### config.mk
export PLATFORM = sky130hd
export DESIGN_NAME = ssg_cordic_cell
export DESIGN_NICKNAME = d
export VERILOG_FILES = /design/src/design/ssg_pkg.sv /design/src/design/ssg_cordic_cell.sv
export SDC_FILE = /design/constraint.sdc
export NUM_CORES = 1
export LEC_CHECK = 0
export ABC_CLOCK_PERIOD_IN_PS = 7000
export BUFFER_PORTS_ARGS = -buffer_cell sky130_fd_sc_hd__buf_4
export CAP_MARGIN = 0
export CORE_MARGIN = 2
export CORE_UTILIZATION = 30
export CTS_BUF_LIST = sky130_fd_sc_hd__clkbuf_8
export DETAILED_ROUTE_END_ITERATION = 10
export PLACE_DENSITY = 0.57
export RECOVER_POWER = 100
export SETUP_SLACK_MARGIN = 0.05
export SYNTH_ARGS = -nofsm -noshare
export SYNTH_HDL_FRONTEND = slang
export SYNTH_SLANG_ARGS = --single-unit
### constraint.sdc
create_clock -name clk -period 7 [get_ports clk]
set_input_delay 0.35 -clock clk [delete_from_list [all_inputs] [get_ports clk]]
set_output_delay 0.35 -clock clk [all_outputs]
set_load 0.005 [all_outputs]
### src/design/ssg_pkg.sv
package ssg_pkg;

  localparam int PHASE_BITS    = 32;
  localparam int FRAC_BITS     = 16;
  localparam int CORDIC_STAGES = 30;
  localparam int WORK_FRAC     = 30;

  localparam int IDX_W   = 31;
  localparam int LEVEL_W = 17;
  localparam int CFG_W   = 32;
  localparam int ANG_W   = 32;
  localparam int XY_W    = 32;
  localparam int SHIFT_W = $clog2(CORDIC_STAGES);
  localparam int S_W     = FRAC_BITS + 2;
  localparam int SUM_W   = LEVEL_W + 1;
  localparam int NUM_W   = SUM_W + FRAC_BITS + 2;

  localparam logic [LEVEL_W-1:0] LEVEL_ONE = LEVEL_W'(65536);
  localparam logic signed [XY_W-1:0] CORDIC_GAIN = XY_W'(652032874);

  localparam logic signed [ANG_W-1:0] ARC_TABLE [CORDIC_STAGES] = '{
    32'h20000000, 32'h12E4051E, 32'h09FB385B, 32'h051111D4, 32'h028B0D43,
    32'h0145D7E1, 32'h00A2F61E, 32'h00517C55, 32'h0028BE53, 32'h00145F2F,
    32'h000A2F98, 32'h000517CC, 32'h00028BE6, 32'h000145F3, 32'h0000A2F9,
    32'h0000517C, 32'h000028BE, 32'h0000145F, 32'h00000A2F, 32'h00000517,
    32'h0000028B, 32'h00000145, 32'h000000A2, 32'h00000051, 32'h00000028,
    32'h00000014, 32'h0000000A, 32'h00000005, 32'h00000002, 32'h00000001
  };

  typedef enum logic [1:0] {
    REG_LOW_LEVEL  = 2'd0,
    REG_HIGH_LEVEL = 2'd1,
    REG_PHASE_STEP = 2'd2
  } cfg_reg_t;

  typedef struct packed {
    logic signed [XY_W-1:0]  x;
    logic signed [XY_W-1:0]  y;
    logic signed [ANG_W-1:0] a;
  } cordic_t;

endpackage

### src/design/ssg_cordic_cell.sv
module ssg_cordic_cell import ssg_pkg::*; (
  input  logic                     clk,
  input  logic                     rst_n,
  input  logic [SHIFT_W-1:0]       shift,
  input  logic signed [ANG_W-1:0]  arc,
  input  logic                     up_valid,
  output logic                     up_ready,
  input  cordic_t                  up_data,
  output logic                     dn_valid,
  input  logic                     dn_ready,
  output cordic_t                  dn_data
);

  logic                    valid_r;
  cordic_t                 data_r, data_nxt;
  logic signed [XY_W-1:0]  dx, dy;

  assign up_ready = !valid_r || dn_ready;
  assign dn_valid = valid_r;
  assign dn_data  = data_r;

  always_comb begin
    dx = up_data.y >>> shift;
    dy = up_data.x >>> shift;
    if (!up_data.a[ANG_W-1]) begin
      data_nxt.x = up_data.x - dx;
      data_nxt.y = up_data.y + dy;
      data_nxt.a = up_data.a - arc;
    end else begin
      data_nxt.x = up_data.x + dx;
      data_nxt.y = up_data.y - dy;
      data_nxt.a = up_data.a + arc;
    end
  end

  always_ff @(posedge clk) begin
    if (!rst_n) begin
      valid_r <= 1'b0;
    end else if (up_ready) begin
      valid_r <= up_valid;
    end
  end

  always_ff @(posedge clk) begin
    if (up_ready) data_r <= data_nxt;
  end

endmodule

==> summary.txt <==
Syn Nets - 1921
Reg area - 2900 um2
First-pass GRT wire length - 88.4 mm
Die area - 51300 um2
Setup violations, final - 0
Post-route cell area - 17200 um2
R2R Setup Slk - 2.28 ns
Outcome - complete, but fails checks
Initial core utilization - 30.4%
Via count - 14800
Pwr dens - 197 nW/um2
Hold_sp - up_valid
Area of the multi-input gates - 11200 um2
Synth Register Bits - 97
Initial antenna violation count - 8
Worst Hold Depth - 3
Layout cell share with drive strength beyond 1 - 20.4%
CTS Sinks - 97
Placed Area - 17200 um2
Overall global routing resource usage - 22.9%
Peak supply drop - 0.0957 mV
Worst Reg-to-Reg Cells - 2
RR Endpoint - dn_data[15]
TritonRoute pass-1 iters - 6
RSZ-0062 raised after global routing - false
Grt ovf - 0
Max incr delay on CP - 0.66 ns
Rows - 81
Final Hold Vio Count - 0
Fill cells - 5075
CP Data Arrival Time - 6.44 ns
DR DRC count - 0
Max Root-Sink Buffers - 2
Tot Pwr - 3390 uW
Primary FF master, synth - edfxtp_1
Biggest area consumer among synthesized cells - edfxtp_1
Vias in the first global route - 14700
Clock Latency Late Sink - 0.48 ns
Final Max Tran Viols - 101
Max stage delay cell, worst path - buf_4
Hold Crit Class - primary input to flop
Hold buffers post-CTS - 0
Area contributors post-synth - edfxtp_1 (19%), mux4_2 (9.4%), ha_1 (8.7%)
Failing checks - max-capacitance violations, max-slew violations
Post-DRT Antenna Nets - 0
Post-DP HPWL - 46.2 mm
Relative slew margins - -93.6%
CP Class - primary input to flop
Postcts setup bufs - 0
H-tree depth - 3
CTS resizes - 0
Clock transition at the registers of the reported paths - 0.11 ns
Grt met2 use - 37.2%
Top-area cell type share of the netlist area - 19.4%
Post-Route WL - 59.1 mm
TritonCTS clock tree - done
GPL Wtd Cong - 1.02
Vias per std cell - 5.85
Commonest cells after routing, fill and taps aside - buf_4 (159), a21oi_1 (158), nor2_1 (137)
IO buf count - 234
Cell area after synthesis - 14900 um2
Post-synthesis cell count - 1678
Initial DRC Count - 1553
Wirelength per Cell - 23.4 um
Post-Syn Area per Cell - 8.86 um2
Min Tclk post-route - 6.21 ns
Grt met3 use - 6.03%
Final setup TNS - 0 ns
Crit path cell chain - buf_4 > mux4_2 > a22oi_1 > o2111ai_1 > inv_1 > ha_1 > inv_1 > nor3b_1 > nand2_1 > nor2_1 > a21oi_1 > xnor2_1 > ha_1 > a21o_1 > a21o_1 > a21oi_1 > o32ai_1 > o311ai_0 > a21oi_1 > a221oi_1 > clkbuf_1 > nor2_1 > a311o_1
Max Cap Viol - 2
Most used cell, CP - a21oi_1
Die width - 227 um
Post-synthesis sequential area ratio - 19.5%
Async S/R FF share, synth - 0%
Reg2Reg Launch Point - dn_valid
Area growth, synth to finish - 16.0%
Part of the cycle the worst path needs - 88.7%
CP required - 7.23 ns
Number of synthesized flops with an enable pin - 96
Worst-Margin Slew - 2.90 ns
I/O Pins - 235
Core footprint - 49000 um2
Most common cell after layout, fill and taps aside - buf_4
Met1 usage - 28.4%
Fin nets - 2104
Chip Height - 227 um
Synth unique cells - 88
Worst hold endpoint - dn_valid
Largest net degree at the start of global routing - 64
CP Max Fanout - 63
Clk Tree Root Cell - clkbuf_8
Leak Pwr - 0.00696 uW
Crit. End Element - flop
Synth warn - 0
Worst Skew - 0.0421 ns
Inserted Clock Buffers - 9
Global routing's busiest layer - met2
Max Clk Rate - 0.161 GHz
Startpoint types - primary input
-- where the power goes --
group | leakage (uW) | switching (uW) | internal, uW
Combinational | 0.00587 | 1100 | 884
Clock | 0.0000906 | 246 | 161
Sequential | 0.00100 | 70.9 | 927
Total | 0.00696 | 1420 | 1970
-- worst max path at each step --
stage,startpoint,endpoint,slack [ns],depth (start not counted)
floorplan,shift[1],dn_data[94],1.46,28
global placement,shift[0],dn_data[62],0.64,19
detailed placement,shift[0],dn_data[56],0.52,19
CTS,shift[0],dn_data[56],1.03,19
global route,shift[0],dn_data[94],0.25,23
finish,shift[0],dn_data[94],0.79,23
-- state kept, by name (all words and copies together), names as in the netlist --
register  flops
dn_data      96
dn_valid      1
-- critical path, delay by kind of cell --
kind                       cells  cell delay (ns)
xor gates and xnor gates       1             0.16
AOI/OAI and AO/OA             11             2.84
adders and majority gates      2             0.55
buffers and inverters          4             1.13
and+or+nand+nor                4             0.68
muxes                          1             0.62
-- synthesized netlist by cell type, types with 26 or more instances --
| cell | n |
|---|---|
| a211oi_1 | 26 |
| a21oi_1 | 158 |
| edfxtp_1 | 96 |
| xor2_1 | 68 |
| inv_1 | 39 |
| o21ai_0 | 74 |
| mux2_2 | 31 |
| nand2b_1 | 32 |
| mux2i_1 | 58 |
| a21o_1 | 50 |
| ha_1 | 103 |
| xnor2_1 | 99 |
| nor2_1 | 137 |
| mux4_2 | 62 |
| clkbuf_1 | 48 |
| nand2_1 | 122 |
| nor3_1 | 38 |
-- stage by stage --
step                setup slack (ns)  hold slack (ns)  util (%)  std cells
floorplan                       1.46            0.489         -       1678
global placement               0.638            0.607      35.1       2514
detailed placement             0.523            0.616      35.1       2514
CTS                             1.03           0.0952      35.5       2529
global route                   0.245            0.132      35.2       2530
finish                         0.789            0.150      35.2       2531
-- layer usage --
| layer | part of all wire, % | wire length, um |
|---|---|---|
| met3 | 8.5 | 5040 |
| met5 | 0.051 | 30 |
| met1 | 42 | 24600 |
| met4 | 3.9 | 2300 |
| met2 | 46 | 27200 |
-- final cells by class --
type / count / area share (%)
well taps: 664 / 4.82
repair buffers: 266 / 11.2
multi-input cells: 1447 / 65.2
inverters: 40 / 0.871
clock buffers: 9 / 0.718
diodes: 2 / 0.0290
clock inverters: 6 / 0.341
flip-flops and latches: 97 / 16.8
-- cells by family after synthesis --
family / Yosys count / share of synthesized area, %
mux: 158 / 16.8
compound gates: 532 / 23.9
flops: 97 / 19.5
buf+inv: 134 / 4.86
xor+xnor: 167 / 9.84
simple gates: 484 / 16.0
fa+ha+maj: 106 / 9.07
No activity file was read; power rests on OpenSTA's default activity.
