[config.mk]
export PLATFORM = sky130hd
export DESIGN_NAME = ssg_level_stage
export DESIGN_NICKNAME = d
export VERILOG_FILES = /design/src/design/ssg_pkg.sv /design/src/design/ssg_level_stage.sv
export SDC_FILE = /design/constraint.sdc
export NUM_CORES = 1
export LEC_CHECK = 0
export BUFFER_PORTS_ARGS = -buffer_cell sky130_fd_sc_hd__buf_2
export CAP_MARGIN = 40
export CORE_MARGIN = 2
export CORE_UTILIZATION = 60
export CTS_BUF_LIST = sky130_fd_sc_hd__clkbuf_4 sky130_fd_sc_hd__clkbuf_8 sky130_fd_sc_hd__clkbuf_16
export CTS_CLUSTER_DIAMETER = 30
export DETAILED_ROUTE_END_ITERATION = 12
export HOLD_SLACK_MARGIN = 0.06
export PLACE_DENSITY = 0.91
export SYNTH_ARGS = -nofsm -noshare
export SYNTH_HDL_FRONTEND = slang
export SYNTH_SLANG_ARGS = --single-unit
[constraint.sdc]
create_clock -name clk -period 9.7 [get_ports clk]
set_input_delay 2.91 -clock clk [delete_from_list [all_inputs] [get_ports clk]]
set_output_delay 2.91 -clock clk [all_outputs]
set_load 0.1 [all_outputs]
[src/design/ssg_pkg.sv]
package ssg_pkg;

  localparam int PHASE_BITS    = 32;
  localparam int FRAC_BITS     = 16;
  localparam int CORDIC_STAGES = 30;
  localparam int WORK_FRAC     = 30;

  localparam int IDX_W   = 31;
  localparam int LEVEL_W = 17;
  localparam int CFG_W   = 32;
  localparam int ANG_W   = 32;
  localparam int XY_W    = 32;
  localparam int SHIFT_W = $clog2(CORDIC_STAGES);
  localparam int S_W     = FRAC_BITS + 2;
  localparam int SUM_W   = LEVEL_W + 1;
  localparam int NUM_W   = SUM_W + FRAC_BITS + 2;

  localparam logic [LEVEL_W-1:0] LEVEL_ONE = LEVEL_W'(65536);
  localparam logic signed [XY_W-1:0] CORDIC_GAIN = XY_W'(652032874);

  localparam logic signed [ANG_W-1:0] ARC_TABLE [CORDIC_STAGES] = '{
    32'h20000000, 32'h12E4051E, 32'h09FB385B, 32'h051111D4, 32'h028B0D43,
    32'h0145D7E1, 32'h00A2F61E, 32'h00517C55, 32'h0028BE53, 32'h00145F2F,
    32'h000A2F98, 32'h000517CC, 32'h00028BE6, 32'h000145F3, 32'h0000A2F9,
    32'h0000517C, 32'h000028BE, 32'h0000145F, 32'h00000A2F, 32'h00000517,
    32'h0000028B, 32'h00000145, 32'h000000A2, 32'h00000051, 32'h00000028,
    32'h00000014, 32'h0000000A, 32'h00000005, 32'h00000002, 32'h00000001
  };

  typedef enum logic [1:0] {
    REG_LOW_LEVEL  = 2'd0,
    REG_HIGH_LEVEL = 2'd1,
    REG_PHASE_STEP = 2'd2
  } cfg_reg_t;

  typedef struct packed {
    logic signed [XY_W-1:0]  x;
    logic signed [XY_W-1:0]  y;
    logic signed [ANG_W-1:0] a;
  } cordic_t;

endpackage

[src/design/ssg_level_stage.sv]
module ssg_level_stage import ssg_pkg::*; (
  input  logic                    clk,
  input  logic                    rst_n,
  input  logic                    up_valid,
  output logic                    up_ready,
  input  logic signed [XY_W-1:0]  y_in,
  input  logic [SUM_W-1:0]        level_sum,
  input  logic [LEVEL_W-1:0]      level_diff,
  output logic                    dn_valid,
  input  logic                    dn_ready,
  output logic [LEVEL_W-1:0]      level
);

  localparam int RND_SHIFT = WORK_FRAC - FRAC_BITS;
  localparam logic signed [XY_W:0] Y_RND = (XY_W+1)'(1) <<< (RND_SHIFT - 1);
  localparam logic signed [XY_W:0] S_LIM = (XY_W+1)'(1) <<< FRAC_BITS;
  localparam logic signed [NUM_W-1:0] FRAC_ONE = NUM_W'(1) <<< FRAC_BITS;

  logic                        v1_r, v2_r;
  logic signed [S_W-1:0]       s_r, s_nxt;
  logic [LEVEL_W-1:0]          level_r, level_nxt;
  logic                        rdy1, rdy2;
  logic signed [XY_W:0]        y_rnd;
  logic signed [LEVEL_W:0]     diff_s;
  logic signed [NUM_W-1:0]     prod, base, num, quot;

  assign rdy2     = !v2_r || dn_ready;
  assign rdy1     = !v1_r || rdy2;
  assign up_ready = rdy1;
  assign dn_valid = v2_r;
  assign level    = level_r;

  always_comb begin
    y_rnd = ((XY_W+1)'(y_in) + Y_RND) >>> RND_SHIFT;
    if (y_rnd > S_LIM) begin
      s_nxt = S_W'(S_LIM);
    end else if (y_rnd < -S_LIM) begin
      s_nxt = S_W'(-S_LIM);
    end else begin
      s_nxt = S_W'(y_rnd);
    end
  end

  always_comb begin
    diff_s = $signed({1'b0, level_diff});
    prod   = diff_s * s_r;
    base   = $signed(NUM_W'({level_sum, {FRAC_BITS{1'b0}}}));
    num    = base + prod + FRAC_ONE;
    quot   = num >>> (FRAC_BITS + 1);
    if (num[NUM_W-1]) begin
      level_nxt = '0;
    end else if (quot > NUM_W'(LEVEL_ONE)) begin
      level_nxt = LEVEL_ONE;
    end else begin
      level_nxt = quot[LEVEL_W-1:0];
    end
  end

  always_ff @(posedge clk) begin
    if (!rst_n) begin
      v1_r <= 1'b0;
      v2_r <= 1'b0;
    end else begin
      if (rdy1) v1_r <= up_valid;
      if (rdy2) v2_r <= v1_r;
    end
  end

  always_ff @(posedge clk) begin
    if (rdy1) s_r <= s_nxt;
    if (rdy2) level_r <= level_nxt;
  end

  assert property (@(posedge clk) disable iff (!rst_n)
    v1_r |-> (s_r <= S_W'(S_LIM)) && (s_r >= S_W'(-S_LIM)))
    else $error("sine sample out of range");

  assert property (@(posedge clk) disable iff (!rst_n)
    v2_r |-> level_r <= LEVEL_ONE)
    else $error("level above one");

  assert property (@(posedge clk)
    !rst_n |=> !v1_r && !v2_r)
    else $error("valid not cleared by reset");

endmodule

==> results.md, run 1 <==
- Remaining DRCs: 0
- # port buffers: 76
- Vias in the first global route: 10.9k
- GRT overflow: 0
- Synth Area per Inst: 9.29 sq um
- Most used DFF post-synth: edfxtp_1
- Pin count of the biggest net entering global routing: 20
- Clock root buffer: clkbuf_16
- Synth area leader: fa_1
- H-Tree Level Count: 2
- Initial core utilization: 0.606
- Share of layout cells above drive strength 1: 0.0997
- CTS Buf Count: 5
- Status: completed
- Core ar.: 0.0217 sq mm
- Min-delay src: v1_r$_SDFFE_PN0P_
- First-pass GRT wire length: 51.1 mm
- Routed Antenna Nets: 0
- Synthesized flop and latch total: 37
- CTS tree: built
- Total track usage: 0.272
- Arr. time, crit path: 9.42 ns
- Final Skew: 0.00575 ns
- Full die area: 0.0231 sq mm
- Warnings, synthesis: 0
- Die width: 152 um
- Die Span Y: 152 um
- Crit. End Element: flop
- Final Hold Fails: 0
- Post-synth cell types: 71
- Post-synth top cells: 314 x inv_1, 258 x fa_1, 164 x and2_1, 162 x nand2_1, 142 x ha_1
- Synth top area share: 0.393
- Reg2Reg Launch Point: s_r[3]$_SDFFCE_PP0P_
- Least-Margin Pin Slew: 0.833 ns
- Routed WL: 30.6 mm
- EDFF count, synth: 35
- Clk slew on worst S/H paths: 0.06 ns
- DR iter-0 viols: 643
- Most common cell in the netlist: inv_1
- Via count: 10.1k
- Dpl hpwl: 25.2 mm
- Largest fanout on the critical path: 18
- Wire per inst: 17.5 um
- Async SR Flop Fraction: 0
- Ports: 90
- Leading post-synthesis cells by cell area: fa_1 39%, ha_1 14%, inv_1 9.0%
- Clk_lat worst skew: 0.29 ns
- Standard-cell row count: 54
- Tmin final: 9.34 ns
- Worst Setup SP: level_diff[10]
- Antenna violations before repair: 0
- Fin crit share: 0.963
- Hold crit path type: flop to flop
- First drt pass iteration count: 6
- Mapped Area: 0.0131 sq mm
- Area Growth Syn to Fin: 5.90%
- Hold buffer count at CTS: 0
- Post-Syn Nets: 1885
- Slew Limit Fails: 0
- Clk sinks: 37
- Rel. slew slack: 0.443
- Cells after synthesis: 1414
- N_diodes: 0
- FMAX: 107 MHz
- Clock Tree Buf Depth: 2
- Max-cap violation count: 0
- RSZ-0062 raised after global routing: no
- Post-route setup TNS: 0 ns
- Final net count: 1936
- Startpoint type of the worst setup path: input port
- Routability cong.: 0.897
- Sequential share of the synthesized area: 0.0830
- Post-DR vias/cell: 5.77
- Crit path kind: input port to flop
- Crit path required time: 9.79 ns
- Setup violators final: 0
==> worst max-delay path: stages <==
cell and delay (ns):
buf_2 0.36, and2_1 0.22, fa_1 0.43, inv_1 0.09, fa_1 0.43, fa_1 0.51
inv_1 0.05, fa_1 0.57, fa_1 0.44, fa_1 0.51, inv_1 0.06, fa_1 0.49
inv_1 0.06, ha_1 0.41, a21oi_2 0.22, o21a_1 0.18, o221a_2 0.22, o31ai_4 0.11
a2111o_1 0.38, o211a_1 0.38, nor4_1 0.37
==> layout by cell type (no fill, tap or decap), types with 3 or more instances in the layout <==
cell type | Yosys | layout
nand4_1 | 10 | 10
o31ai_1 | 5 | 5
a31oi_1 | 3 | 3
a211oi_1 | 3 | 3
nor4_1 | 9 | 9
and4_1 | 3 | 3
buf_4 | 3 | 20
edfxtp_1 | 35 | 35
and2_1 | 164 | 164
nor3_1 | 13 | 13
o211ai_2 | 3 | 3
nor3_2 | 6 | 6
ha_1 | 142 | 142
nand2b_1 | 10 | 10
and3_1 | 4 | 4
nor2b_1 | 3 | 3
inv_1 | 314 | 314
nand2_1 | 162 | 162
a21oi_2 | 6 | 6
fa_1 | 258 | 258
xnor2_1 | 20 | 20
a21o_1 | 5 | 5
a21oi_1 | 28 | 28
clkbuf_16 | 0 | 5
o21ai_1 | 4 | 4
nor4_2 | 8 | 8
buf_2 | 4 | 76
nand3_1 | 13 | 13
mux2i_1 | 4 | 4
o211ai_1 | 3 | 3
nor2_1 | 41 | 41
o21bai_1 | 4 | 4
xor2_1 | 13 | 13
o21ai_0 | 18 | 18
==> state kept, by name, summed over array words and instances, names as in the netlist <==
signal	flops
level	17
v1_r	1
dn_valid	1
s_r	18
==> kinds of logic (layout without fill, tap and decap cells) <==
kind of cell / after synthesis / count (layout) / share of synthesized area
flip-flops: 37 / 37 / 0.0830
AO/OA/AOI/OAI: 113 / 113 / 0.0643
buffers and inverters: 367 / 418 / 0.110
XOR/XNOR: 33 / 33 / 0.0220
adder cells (fa/ha/maj): 400 / 400 / 0.528
AND/OR/NAND/NOR: 459 / 459 / 0.189
multiplexers: 5 / 5 / 0.00409
==> layout make-up <==
type / count / area, sq um
fill: 1619 / 7770
tap: 280 / 350
multi-input combinational: 1010 / 10600
clock buffer: 5 / 125
clock inverter: 2 / 11.3
timing repair buffer: 97 / 551
inverter: 314 / 1180
sequential: 37 / 1090
==> per-layer routing <==
| layer | up-vias | wire [um] | track usage |
|---|---|---|---|
| met3 | 129 | 2300 | 0.0385 |
| met1 | 5025 | 10400 | 0.309 |
| li1 | 4459 | - | - |
| met4 | 0 | 1690 | 0.141 |
| met5 | - | 0 | 0 |
| met2 | 448 | 16200 | 0.497 |
==> what timing repair did <==
action                     in CTS  in global routing
setup endpoints to repair       0                 15
buffers inserted                0                  1
resized for setup               0                  0
==> worst paths after layout <==
kind	slack [ns]	depth (start not counted)	end
worst min-delay path	0.50	1	dn_valid$_SDFFE_PN0P_
worst max-delay path	0.36	21	level[1]$_SDFFCE_PP0P_
worst min register to register	0.50	1	dn_valid$_SDFFE_PN0P_
worst max register to register	2.40	20	level[1]$_SDFFCE_PP0P_
==> metrics by stage <==
step	utilization	cells	hold WS [ns]	cell area, sq um	worst slack [ns]
finish	0.642	1745	0.499	13900	0.362
detailed placement	0.634	1737	0.490	13800	-0.0118
global placement	0.634	1736	0.477	13800	0.201
global route	0.642	1745	0.523	13900	0.0976
floorplan	-	1414	0.463	13100	0.687
CTS	0.641	1744	0.503	13900	0.250
Power of run 1 is left out: the tool's default activity adds up to more than one toggle a clock period on the data nets, which glitch-free logic cannot reach.
==> run 2, diff against run 1 <==
--- a/config.mk
+++ b/config.mk
@@ -7,10 +7,11 @@
 export LEC_CHECK = 0
 export BUFFER_PORTS_ARGS = -buffer_cell sky130_fd_sc_hd__buf_2
 export CAP_MARGIN = 40
+export CORE_ASPECT_RATIO = 0.8
 export CORE_MARGIN = 2
 export CORE_UTILIZATION = 60
 export CTS_BUF_LIST = sky130_fd_sc_hd__clkbuf_4 sky130_fd_sc_hd__clkbuf_8 sky130_fd_sc_hd__clkbuf_16
-export CTS_CLUSTER_DIAMETER = 30
+export CTS_CLUSTER_DIAMETER = 120
 export DETAILED_ROUTE_END_ITERATION = 12
 export HOLD_SLACK_MARGIN = 0.06
 export PLACE_DENSITY = 0.91
==> run 2 against run 1 <==
  * Non-clock buffer count grew 3
  * Flip-flop and latch count is the same
  * Global-route usage grew 2.5 points
  * Via count grew 1.5%
  * Die area is essentially flat
  * Highest routed layer unchanged
  * Hold slack gained 0.010 ns
  * Wire length grew 6.1%
  * Clock skew grew 0.0016 ns
  * Critical endpoint is now level[0]$_SDFFCE_PP0P_
==> results.md, run 2 (synthesized netlist as in run 1, its figures left out) <==
- N_diodes: 0 (unchanged)
- Max stage delay on crit path: 0.68 ns (was 0.57 ns)
- Remaining DRCs: 0 (unchanged)
- CTS Buf Count: 5 (unchanged)
- Share of layout cells above drive strength 1: 0.101 (was 0.0997)
- Routed Antenna Nets: 0 (unchanged)
- Fin cells: 1743 (was 1745)
- # port buffers: 76 (unchanged)
- Clk slew on worst S/H paths: 0.06 ns (about the same)
- RSZ-0062 raised after global routing: no (unchanged)
- # resized after CTS: 0 (unchanged)
- DR iter-0 viols: 851 (was 643)
- Tmin final: 9.39 ns (was 9.34 ns)
- Clk sinks: 37 (unchanged)
- Core ar.: 0.0216 sq mm (was 0.0217 sq mm)
- First drt pass iteration count: 5 (was 6)
- Hold crit path type: flop to flop (unchanged)
- Largest fanout on the critical path: 17 (was 18)
- CTS tree: built (unchanged)
- Clock root buffer: clkbuf_16 (unchanged)
- Pin count of the biggest net entering global routing: 20 (unchanged)
- Final Hold Fails: 0 (unchanged)
- Arr. time, crit path: 9.39 ns (was 9.42 ns)
- Status: completed (unchanged)
- Setup violators final: 0 (unchanged)
- Via count: 10.2k (was 10.1k)
- Routed WL: 32.4 mm (was 30.6 mm)
- Startpoint type of the worst setup path: input port (unchanged)
- Reg2reg end: level[0]$_SDFFCE_PP0P_ (was level[1]$_SDFFCE_PP0P_)
- Antenna violations before repair: 0 (unchanged)
- First-pass GRT wire length: 53.2 mm (was 51.1 mm)
- R2R setup slack: 2.30 ns (was 2.40 ns)
- Routability cong.: 0.927 (was 0.897)
- Most used cells in the layout excluding fill and tap cells: 314 x inv_1, 258 x fa_1, 164 x and2_1 (unchanged)
- Met1 Wirelength: 12.2 mm (was 10.4 mm)
- Crit path kind: input port to flop (unchanged)
- Crit. End Element: flop (unchanged)
- CP cell instances: buf_2 -> buf_4 -> and2_1 -> fa_1 -> fa_1 -> inv_1 -> fa_1 -> inv_1 -> fa_1 -> inv_1 -> fa_1 -> inv_1 -> fa_1 -> ha_1 -> ha_1 -> a21oi_2 -> o211ai_2 -> a211oi_1 -> o21ai_0 -> mux2i_1 -> o211a_1 -> nor4_1 (was buf_2 -> and2_1 -> fa_1 -> inv_1 -> fa_1 -> fa_1 -> inv_1 -> fa_1 -> fa_1 -> fa_1 -> inv_1 -> fa_1 -> inv_1 -> ha_1 -> a21oi_2 -> o21a_1 -> o221a_2 -> o31ai_4 -> a2111o_1 -> o211a_1 -> nor4_1)
- Worst R2R Path Depth: 20 (unchanged)
- Rel. slew slack: 0.409 (was 0.443)
- Worst Setup SP: level_diff[14] (was level_diff[10])
- GRT overflow: 0 (unchanged)
- Vias in the first global route: 10.6k (was 10.9k)
- Max-cap violation count: 0 (unchanged)
- FMAX: 107 MHz (about the same)
- Crit path top cell by count: fa_1 (unchanged)
- Met3 wire length: 3.43 mm (was 2.30 mm)
- Filler cells: 1602 (was 1619)
- # placed instances: 1735 (was 1737)
- Most common cell after layout, fill and taps aside: inv_1 (unchanged)
- Place WS: -0.0392 ns (was -0.0118 ns)
- Die Span Y: 136 um (was 152 um)
- Clk_lat worst skew: 0.29 ns (about the same)
- Post-DR vias/cell: 5.86 (was 5.77)
- Min Hold Slack: 0.509 ns (was 0.499 ns)
- Ports: 90 (unchanged)
- Full die area: 0.0231 sq mm (about the same)
- Largest register by flop count: s_r (unchanged)
- Reg2Reg Launch Point: s_r[3]$_SDFFCE_PP0P_ (unchanged)
- Final net count: 1939 (was 1936)
- Clock Tree Buf Depth: 2 (unchanged)
- Crit path required time: 9.70 ns (was 9.79 ns)
- Max Used Layer: met4 (unchanged)
- PnR worst setup slack: 0.311 ns (was 0.362 ns)
- Total track usage: 0.298 (was 0.272)
- Capture point of the worst path: level[0]$_SDFFCE_PP0P_ (was level[1]$_SDFFCE_PP0P_)
- Dpl hpwl: 26.5 mm (was 25.2 mm)
- Final Skew: 0.00736 ns (was 0.00575 ns)
- DR WL met2: 15.4 mm (was 16.2 mm)
- Crit-path slowest cell: o211a_1 (was fa_1)
- Max reg flops: 18 (unchanged)
- Standard-cell row count: 48 (was 54)
- Least-Margin Pin Slew: 0.886 ns (was 0.833 ns)
- Fin crit share: 0.968 (was 0.963)
- H-Tree Level Count: 2 (unchanged)
- Wire per inst: 18.6 um (was 17.5 um)
- Area Growth Syn to Fin: 6.12% (was 5.90%)
- Die width: 169 um (was 152 um)
- Initial core utilization: 0.609 (was 0.606)
- Slew Limit Fails: 0 (unchanged)
## run 2: cell types whose count changed in the layout (fill, tap and decap cells not counted), sizes merged
cell,change
buf,+3
clkbuf,+1
clkinvlp,-1
## run 2: worst min-delay path by stage
stage                      start                    end  slack, ns  cells past startpoint
3_3_place_gp   v1_r$_SDFFE_PN0P_  dn_valid$_SDFFE_PN0P_       0.49                      1
6_report       v1_r$_SDFFE_PN0P_  dn_valid$_SDFFE_PN0P_       0.51                      1
3_5_place_dp   v1_r$_SDFFE_PN0P_  dn_valid$_SDFFE_PN0P_       0.50                      1
4_1_cts        v1_r$_SDFFE_PN0P_  dn_valid$_SDFFE_PN0P_       0.51                      1
5_1_grt        v1_r$_SDFFE_PN0P_  dn_valid$_SDFFE_PN0P_       0.53                      1
2_1_floorplan  v1_r$_SDFFE_PN0P_  dn_valid$_SDFFE_PN0P_       0.46                      1
## run 2: cell type report
cell class	count	area, sq um	area share
Multi-Input combinational cell	1010	10600	0.761
Tap cell	275	344	0.0247
Sequential cell	37	1090	0.0782
Clock inverter	1	3.75	0.000269
Timing Repair Buffer	100	586	0.0420
Inverter	314	1180	0.0845
Clock buffer	6	133	0.00951
## run 2: metal layers
metal	up-vias	track usage
li1	4460	-
met1	5025	0.389
met2	618	0.498
met3	113	0.0507
met4	0	0.122
met5	-	0
## run 2: critical path: cells and delay by family
family                   cells  cell delay, ns
AO/OA/AOI/OAI                5            1.55
adder cells (fa/ha/maj)      8            3.53
buffers and inverters        6            0.80
multiplexers                 1            0.29
AND/OR/NAND/NOR              2            0.30
## run 2: what timing repair did
| item | CTS | global route |
|---|---|---|
| hold buffers | 0 | 0 |
| buffers inserted | 0 | 1 |
| endpoints found under the setup margin | 0 | 17 |
## run 2: per-stage QoR
step / TNS (ns) / area (sq um) / utilization
6_report: 0 / 13900 / 0.647
5_1_grt: 0 / 13900 / 0.647
4_1_cts: 0 / 13900 / 0.646
3_5_place_dp: -0.200 / 13800 / 0.640
3_3_place_gp: 0 / 13800 / 0.639
2_1_floorplan: 0 / 13100 / -
Power of run 2 is left out for the same reason.
